### src/sv/philox_pkg.sv
// Package: shared constants and types for the Philox 4x32 counter-based generator.
package philox_pkg;

  localparam int unsigned WORD_W  = 32;
  localparam int unsigned PADDR_W = 4;
  localparam int unsigned PDATA_W = 64;

  localparam logic [WORD_W-1:0] MUL_A  = 32'hD2511F53;
  localparam logic [WORD_W-1:0] MUL_B  = 32'hCD9E8D57;
  localparam logic [WORD_W-1:0] BUMP_A = 32'h9E3779B9;
  localparam logic [WORD_W-1:0] BUMP_B = 32'hBB67AE85;

  // register select is paddr[3] (8-byte register spacing)
  typedef enum logic {
    REG_SEED   = 1'b0,
    REG_OFFSET = 1'b1
  } phx_reg_e;

  // counter block plus the round key it meets in the next round
  typedef struct packed {
    logic [3:0][WORD_W-1:0] ctr;
    logic [WORD_W-1:0]      k0;
    logic [WORD_W-1:0]      k1;
  } phx_state_t;

endpackage

### src/sv/phx_round.sv
// One registered Philox round: two constant multiplies, XOR mix, key bump.
module phx_round (
  input  logic                   clk_i,
  input  logic                   rst_ni,
  input  logic                   valid_i,
  output logic                   ready_o,
  input  philox_pkg::phx_state_t state_i,
  output logic                   valid_o,
  input  logic                   ready_i,
  output philox_pkg::phx_state_t state_o
);
  import philox_pkg::*;

  logic [2*WORD_W-1:0] prod0;
  logic [2*WORD_W-1:0] prod2;
  phx_state_t          state_d;
  phx_state_t          state_q;
  logic                valid_q;

  assign prod0 = {{WORD_W{1'b0}}, state_i.ctr[0]} * {{WORD_W{1'b0}}, MUL_A};
  assign prod2 = {{WORD_W{1'b0}}, state_i.ctr[2]} * {{WORD_W{1'b0}}, MUL_B};

  always_comb begin
    state_d.ctr[0] = prod2[2*WORD_W-1:WORD_W] ^ state_i.ctr[1] ^ state_i.k0;
    state_d.ctr[1] = prod2[WORD_W-1:0];
    state_d.ctr[2] = prod0[2*WORD_W-1:WORD_W] ^ state_i.ctr[3] ^ state_i.k1;
    state_d.ctr[3] = prod0[WORD_W-1:0];
    state_d.k0     = state_i.k0 + BUMP_A;
    state_d.k1     = state_i.k1 + BUMP_B;
  end

  // stage takes a new item when empty or when its current item moves on
  assign ready_o = !valid_q || ready_i;

  always_ff @(posedge clk_i or negedge rst_ni) begin
    if (!rst_ni) begin
      valid_q <= 1'b0;
    end else if (ready_o) begin
      valid_q <= valid_i;
    end
  end

  always_ff @(posedge clk_i) begin
    if (ready_o && valid_i) begin
      state_q <= state_d;
    end
  end

  assign valid_o = valid_q;
  assign state_o = state_q;

endmodule

### config.mk
export PLATFORM = sky130hd
export DESIGN_NAME = phx_round
export DESIGN_NICKNAME = d
export VERILOG_FILES = /design/src/sv/philox_pkg.sv /design/src/sv/phx_round.sv
export SDC_FILE = /design/constraint.sdc
export NUM_CORES = 2
export LEC_CHECK = 0
export BUFFER_PORTS_ARGS = -buffer_cell sky130_fd_sc_hd__buf_2
export CORE_MARGIN = 5
export CORE_UTILIZATION = 35
export DETAILED_ROUTE_END_ITERATION = 10
export SETUP_SLACK_MARGIN = 0.05
export SYNTH_ARGS = -nofsm -noshare
export SYNTH_HDL_FRONTEND = slang
export SYNTH_SLANG_ARGS = --single-unit
### constraint.sdc
create_clock -name clk_i -period 11.7 [get_ports clk_i]
set_input_delay 1.17 -clock clk_i [delete_from_list [all_inputs] [get_ports clk_i]]
set_output_delay 1.17 -clock clk_i [all_outputs]
set_load 0.005 [all_outputs]
==> metrics.txt <==
status=finished, final reports clean; Critical R2R Launch=valid_o; Worst EP required=11.98 ns; nets@finish=6676; Synth area leader=fa_1; final hold vios=0; clk_lat worst skew=0.55 ns; final setup fails=0; CP delay by family, top=adder cells; worst clock skew=0.0230 ns; Post-CTS Resized=0; Fill cells=13125; most used cell, CP=fa_1; area share of the largest cell type after synthesis=36.4%; crit path DAT=9.10 ns; post-synthesis cell count=4413; Num CTS Buffers=17; Setup TNS=0 ns; DIE AREA=0.139 mm²; Post-synth EDFFs=192; vias per cell=4.78; PortBufs=389; Syn Area/Cell=10.5 µm²; DIE HEIGHT=373 µm; Layout area overhead=9.86%; root buf cell=clkbuf_16; CP Capture Type=flip-flop; Worst path max stage delay=0.66 ns; wire per inst=19.0 µm; met2 WL=58500 µm; dpl ws=2.15 ns; TritonCTS clock tree=done; post-route ant nets=0; PnR worst setup slack=2.88 ns; Post-Route WL=125000 µm; final routed DRC violation total=0; sequential cell area fraction in the yosys report=12.5%; Post-Syn Nets=6313; Clock Path Buffers=2; Worst Path Buf+Inv=7; GRT Util Overall=18.1%; f_max=0.113 GHz; I/O pin count=390; part of the cycle the worst path needs=75.4%; Seq cells post-synth=193; Final Max Slew Viols=0; largest net degree at the start of global routing=63; Max Used Layer=met5; Async SR Flop Fraction=0.518%; Synth area leaders=fa_1, ha_1, edfxtp_1; RD Place Congestion=0.947; share of cells above drive strength 1=9.17%; max cap viols=0; worst reg-to-reg path cell count=4; Ys Warns=0; Placed Area=0.0502 mm²; drt pass-1 iters=5; H-Tree Depth=4; Met1 Routed Length=53900 µm; crit path launch type=input port; Synth Cell Area=0.0462 mm²; Clock transition at path regs=0.08 ns; Slew HR=35.1%; setup bufs post-CTS=0; final instance area=0.0508 mm²; DIE WIDTH=373 µm; Final min period=8.82 ns; first-pass GRT wire length=194000 µm; crit path max-delay cell type=a311oi_1; starting DRC count in detailed routing=1701; metal3 WL=8710 µm; core area=0.131 mm²; Least-Margin Pin Slew=0.968 ns; vias in the first global route=33844; R2R setup slack=8.83 ns; crit-path max FO=12; initial antenna violation count=8; synth unique cells=68; CTS sink cnt=193; ys flop type=edfxtp_1; Cell Rows=133; CTS Hold Bufs=0; Starting Density=35.2%; RSZ-0062 raised after global routing=false; Reg-to-Reg End=state_o[173]; HPWL after detailed placement=110000 µm; hold crit path type=input port to async pin; global route overflow=0; Crit Path Category=input port to flip-flop; vias=31308
## kinds of logic (layout without fill, tap and decap cells)
family | Yosys count | count (layout) | share of synthesized area, %
adder cells (fa/ha/maj) | 1704 | 1704 | 59.8
buffers and inverters | 1333 | 1709 | 10.8
AO/OA/AOI/OAI | 476 | 476 | 6.59
AND/OR/NAND/NOR | 373 | 373 | 3.91
XOR/XNOR | 334 | 334 | 6.33
flip-flops | 193 | 193 | 12.5
other | 0 | 4 | 0
## area by class of cell
type | count | area (µm²) | share of cell area, %
flip-flops and latches | 193 | 5790 | 11.4
inverters | 1283 | 4820 | 9.49
diodes | 4 | 10.0 | 0.0197
clock buffers | 17 | 425 | 0.838
well taps | 1755 | 2200 | 4.33
repair buffers | 394 | 1980 | 3.91
clock inverters | 15 | 128 | 0.251
multi-input cells | 2887 | 35400 | 69.8
## placed cells by master (no fill, tap or decap), types with 28 or more instances in the layout
cell type,n
a21o_1,81
nand2_1,103
ha_1,863
edfxtp_1,192
o21bai_1,28
a21oi_1,160
nand4_1,41
xnor2_1,238
fa_1,841
inv_1,1283
buf_2,389
o21ai_0,71
xor2_1,96
nor2_1,92
## worst register-to-register path, cell delays in order (launching register included)
cell	delay (ns)
dfrtp_1	0.38
nand2b_1	0.11
and2_4	0.35
buf_4	0.67
buf_4	0.90
## per-layer routing
layer | global-route usage [%] | vias to the layer above
met5 | 0 | -
met4 | 5.09 | 4
met3 | 4.66 | 173
met2 | 29.4 | 819
met1 | 23.9 | 15774
li1 | - | 14538
## synthesized netlist by cell type, types with 7 or more instances
| cell type | count |
|---|---|
| xnor2_1 | 238 |
| and3_1 | 9 |
| a211oi_1 | 10 |
| nor3_1 | 25 |
| nor2_1 | 92 |
| nand4_1 | 41 |
| a21o_1 | 81 |
| nand3_1 | 26 |
| inv_1 | 1283 |
| xor2_1 | 96 |
| a21oi_1 | 160 |
| o21ai_0 | 71 |
| ha_1 | 863 |
| nand2b_1 | 22 |
| a31oi_1 | 15 |
| nor2b_1 | 15 |
| o21bai_1 | 28 |
| fa_1 | 841 |
| o21a_1 | 13 |
| clkbuf_1 | 49 |
| and2_1 | 13 |
| o31ai_1 | 7 |
| a21boi_1 | 8 |
| o211ai_1 | 10 |
| nand2_1 | 103 |
| o21ai_1 | 22 |
| edfxtp_1 | 192 |
## how the worst max path moves through the flow
stage,from,cells past startpoint,endpoint
final,state_i[82],26,state_o[148]
after CTS,state_i[82],26,state_o[148]
after global routing,state_i[81],26,state_o[148]
after global placement,state_i[82],26,state_o[148]
after detailed placement,state_i[82],26,state_o[148]
after floorplan,state_i[80],26,state_o[151]
## metrics by stage
stage | utilization (%) | std cells | hold WS, ns
final | 38.7 | 6548 | 0.397
after global routing | 38.7 | 6546 | 0.352
after CTS | 38.7 | 6544 | 0.334
after global placement | 38.2 | 6512 | 0.504
after detailed placement | 38.2 | 6512 | 0.530
after floorplan | - | 4413 | 0.537
## flip-flops by register name, indices dropped and copies added, names as in the netlist
register / count
state_o: 192
valid_o: 1
Power is not shown: default switching activity piles up to over one toggle a cycle in this logic, so the estimate is an artifact.
