`src/sv/philox_pkg.sv`:
```
// Package: shared constants and types for the Philox 4x32 counter-based generator.
package philox_pkg;

  localparam int unsigned WORD_W  = 32;
  localparam int unsigned PADDR_W = 4;
  localparam int unsigned PDATA_W = 64;

  localparam logic [WORD_W-1:0] MUL_A  = 32'hD2511F53;
  localparam logic [WORD_W-1:0] MUL_B  = 32'hCD9E8D57;
  localparam logic [WORD_W-1:0] BUMP_A = 32'h9E3779B9;
  localparam logic [WORD_W-1:0] BUMP_B = 32'hBB67AE85;

  // register select is paddr[3] (8-byte register spacing)
  typedef enum logic {
    REG_SEED   = 1'b0,
    REG_OFFSET = 1'b1
  } phx_reg_e;

  // counter block plus the round key it meets in the next round
  typedef struct packed {
    logic [3:0][WORD_W-1:0] ctr;
    logic [WORD_W-1:0]      k0;
    logic [WORD_W-1:0]      k1;
  } phx_state_t;

endpackage

```
`src/sv/phx_cfg.sv`:
```
// Configuration registers: seed and the running call offset, APB write/read.
module phx_cfg (
  input  logic                                clk_i,
  input  logic                                rst_ni,
  input  logic                                psel,
  input  logic                                penable,
  input  logic                                pwrite,
  input  logic [philox_pkg::PADDR_W-1:0]      paddr,
  input  logic [philox_pkg::PDATA_W-1:0]      pwdata,
  output logic [philox_pkg::PDATA_W-1:0]      prdata,
  output logic                                pready,
  input  logic                                bump_i,
  output logic [philox_pkg::WORD_W-1:0]       offset_o,
  output logic [2*philox_pkg::WORD_W-1:0]     seed_o
);
  import philox_pkg::*;

  logic                wr_en;
  phx_reg_e            reg_sel;
  logic [2*WORD_W-1:0] seed_d, seed_q;
  logic [WORD_W-1:0]   offset_d, offset_q;

  assign pready  = 1'b1;
  assign wr_en   = psel && penable && pwrite;
  assign reg_sel = phx_reg_e'(paddr[3]);

  always_comb begin
    seed_d   = seed_q;
    offset_d = bump_i ? offset_q + 1'b1 : offset_q;
    if (wr_en) begin
      case (reg_sel)
        REG_SEED:   seed_d   = pwdata;
        REG_OFFSET: offset_d = pwdata[WORD_W-1:0];
        default:    seed_d   = seed_q;
      endcase
    end
  end

  always_comb begin
    case (reg_sel)
      REG_SEED:   prdata = seed_q;
      REG_OFFSET: prdata = {{(PDATA_W-WORD_W){1'b0}}, offset_q};
      default:    prdata = '0;
    endcase
  end

  always_ff @(posedge clk_i or negedge rst_ni) begin
    if (!rst_ni) begin
      seed_q   <= '0;
      offset_q <= '0;
    end else begin
      seed_q   <= seed_d;
      offset_q <= offset_d;
    end
  end

  assign offset_o = offset_q;
  assign seed_o   = seed_q;

  a_bump: assert property (@(posedge clk_i) disable iff (!rst_ni)
    bump_i && !(wr_en && reg_sel == REG_OFFSET) |=> offset_q == $past(offset_q) + 1'b1)
    else $error("call offset did not advance after last item");

  a_hold: assert property (@(posedge clk_i) disable iff (!rst_ni)
    !bump_i && !wr_en |=> $stable(offset_q) && $stable(seed_q))
    else $error("config state changed without write or last item");

  a_seed: assert property (@(posedge clk_i) disable iff (!rst_ni)
    wr_en && reg_sel == REG_SEED |=> seed_q == $past(pwdata))
    else $error("seed write lost");

endmodule

```
`config.mk`:
```
export PLATFORM = sky130hd
export DESIGN_NAME = phx_cfg
export DESIGN_NICKNAME = d
export VERILOG_FILES = /design/src/sv/philox_pkg.sv /design/src/sv/phx_cfg.sv
export SDC_FILE = /design/constraint.sdc
export NUM_CORES = 1
export LEC_CHECK = 0
export ABC_AREA = 1
export BUFFER_PORTS_ARGS = -buffer_cell sky130_fd_sc_hd__buf_2
export CAP_MARGIN = 10
export CORE_MARGIN = 3
export CORE_UTILIZATION = 30
export DETAILED_ROUTE_END_ITERATION = 16
export PLACE_DENSITY = 0.53
export SLEW_MARGIN = 5
export SYNTH_ARGS = -nofsm -noshare
export SYNTH_HDL_FRONTEND = slang
export SYNTH_SLANG_ARGS = --single-unit
```
`constraint.sdc`:
```
create_clock -name clk_i -period 4.1 [get_ports clk_i]
set_input_delay 0.82 -clock clk_i [delete_from_list [all_inputs] [get_ports clk_i]]
set_output_delay 0.82 -clock clk_i [all_outputs]
set_load 0.005 [all_outputs]
```
==> flow_metrics.env <==
export IMPL_vias=4775
export IMPL_diodes=0
export IMPL_synthTopCellsByArea="dfrtp_1 48%, nand2_1 10%, nor2_1 7.0%, inv_1 6.2%, a21oi_1 5.0%"
export IMPL_crit_fanout=29
export IMPL_cts_resized=0
export IMPL_postCtsSetupBuffers=0
export IMPL_worstSetupPathType="primary input to output port"
export IMPL_synth_top_cell_area_share=0.477
export IMPL_wl_per_cell_um=14.4
export IMPL_viasPerCell=4.43
export IMPL_dieArea_mm2=0.0184
export IMPL_yosysWarnings=0
export IMPL_status="finished, final reports clean"
export IMPL_setup_viol_count_final=0
export IMPL_fp_dieW_um=136
export IMPL_start_util=0.311
export IMPL_timing_max_transition_violations_final=0
export IMPL_worstRegToRegCells=7
export IMPL_synthCells=641
export IMPL_gr_total_overflow=0
export IMPL_portBuffers=230
export IMPL_final_common_cell="buf_2"
export IMPL_nFillCells=1742
export IMPL_synth_seq_area_share=0.477
export IMPL_grt_usage=0.167
export IMPL_numCtsBuffers=9
export IMPL_ir_worst_vdd_mv=0.208
export IMPL_fmax_mhz=361
export IMPL_hold_viol_final=0
export IMPL_pin_count=235
export IMPL_cts_sinks=96
export IMPL_hpwl_um=11500
export IMPL_syn_to_final_growth_pct=32.2
export IMPL_required_ps=3280
export IMPL_period_share=0.676
export IMPL_drc=0
export IMPL_drive_gt1_frac=0.345
export IMPL_drv_cap=0
export IMPL_ys_ff_latch=96
export IMPL_nets=932
export IMPL_mostFrequentLayoutCells="229 x buf_2, 135 x nand2_1, 96 x dfrtp_1"
export IMPL_critPathCaptureType="output port"
export IMPL_cts_buffer_depth=2
export IMPL_cp_data_arrival_time_ps=1950
export IMPL_cellLeakagePower_uw=0.00365
export IMPL_hp_class="primary input to asynchronous set/reset pin"
export IMPL_core_mm2=0.0162
export IMPL_drtIter0Drc=222
export IMPL_grt_pass1_vias=4547
export IMPL_grt_max_degree=73
export IMPL_regArea_mm2=0.00240
export IMPL_reg2reg_slack_ps=2400
export IMPL_timing_slew_headroom=0.424
export IMPL_wl_um=15500
export IMPL_place_area_mm2=0.00639
export IMPL_skew_ps=6.95
export IMPL_final_area_mm2=0.00666
export IMPL_cts_tree="yes"
export IMPL_switching_power_uw=1080
export IMPL_multi_input_area_mm2=0.00216
export IMPL_power_density_mw_per_mm2=461
export IMPL_antenna_found_initial=0
export IMPL_internal_power_uw=1990
export IMPL_tns_ps=0
export IMPL_clk_pin_slew_ps=70
export IMPL_num_rows=46
export IMPL_synthDistinctLibCells=33
export IMPL_die_h_um=136
export IMPL_rsz0062_at_grt="false"
export IMPL_grt_pass1_wl_um=24200
export IMPL_syn_avg_cell_area_um2=7.86
export IMPL_pwr_share_clk=0.259
export IMPL_comb_power_share=0.298
export IMPL_ant_nets=0
export IMPL_place_congestion=0.749
export IMPL_netlist_area_mm2=0.00504
export IMPL_dr_pass1_iters=4
export IMPL_cts_root_buffer="clkbuf_16"
export IMPL_tightest_slew_ps=863
export IMPL_holdWs_ps=477
export IMPL_start_kind="primary input"
export IMPL_clock_latency_ps=350
export IMPL_synth_largest_area_cell="dfrtp_1"
export IMPL_cts_max_level=3
export IMPL_p_sw_frac=0.352
export IMPL_period_minus_slack_ps=2770
export IMPL_syn_nets=716
export IMPL_power_frac_seq=0.442
export IMPL_ctsHoldBuffers=0
==> power by group through the flow <==
| stage | combinational [uW] | clock [uW] | sequential, uW |
|---|---|---|---|
| after CTS | 935 | 831 | 1360 |
| after global routing | 1050 | 871 | 1400 |
| final | 916 | 797 | 1360 |
| after floorplan | 450 | 0 | 1360 |
| after detailed placement | 931 | 0 | 1380 |
| after global placement | 925 | 0 | 1380 |
==> kinds of logic after synthesis <==
logic type                 share of synthesized area
other                                       0.000744
buffers and inverters                         0.0936
xor gates and xnor gates                      0.0174
muxes                                         0.0447
and+or+nand+nor                                0.256
AOI/OAI and AO/OA                              0.108
DFF                                            0.477
adders and majority gates                    0.00248
==> flip-flops by register name, summed over array words and instances (netlist names) <==
| name | count |
|---|---|
| offset_o | 32 |
| seed_o | 64 |
==> Yosys cell counts, drive strengths merged <==
master	count
xnor2	3
clkbuf	14
nand3	31
o22ai	4
a21oi	52
clkinv	1
inv	88
o21ai	50
buf	16
nor2	104
dfrtp	96
conb	1
nand2	141
nor3	2
mux2	20
ha	1
nand4	10
xor2	7
==> routing by layer <==
metal | wire [um] | vias up | global-route usage
met5 | 0 | - | 0
met2 | 7460 | 138 | 0.269
met1 | 6910 | 2164 | 0.222
met4 | 305 | 0 | 0.0582
met3 | 798 | 27 | 0.0360
li1 | - | 2446 | -
==> through the flow <==
stage	worst slack (ps)	power, uW	utilization	instances
finish	1330	3070	0.412	1078
global placement	1290	2300	0.395	1062
CTS	1300	3130	0.412	1078
floorplan	1760	1810	-	641
detailed placement	1270	2310	0.395	1062
global route	1130	3310	0.412	1078
==> cell type report <==
| type | count | share of cell area |
|---|---|---|
| Multi-Input combinational cell | 426 | 0.325 |
| Timing Repair Buffer | 235 | 0.183 |
| Inverter | 89 | 0.0502 |
| Clock inverter | 7 | 0.00714 |
| Sequential cell | 96 | 0.361 |
| Tap cell | 216 | 0.0406 |
| Clock buffer | 9 | 0.0338 |
==> worst paths after layout <==
kind	startpoint	to
max	paddr[3]	prdata[15]
min	rst_ni	seed_o[56]$_DFFE_PN0P_
max reg2reg	offset_o[17]$_DFF_PN0_	offset_o[31]$_DFF_PN0_
min reg2reg	seed_o[23]$_DFFE_PN0P_	seed_o[23]$_DFFE_PN0P_
max in group asynchronous	rst_ni	offset_o[11]$_DFF_PN0_
min in group clk_i	seed_o[23]$_DFFE_PN0P_	seed_o[23]$_DFFE_PN0P_
==> critical path, stage by stage <==
cell     delay, ps
buf_2          110
inv_2          330
buf_4          370
nand2_1         80
o21ai_0         80
buf_2          140
No activity file was read; power rests on OpenSTA's default activity.
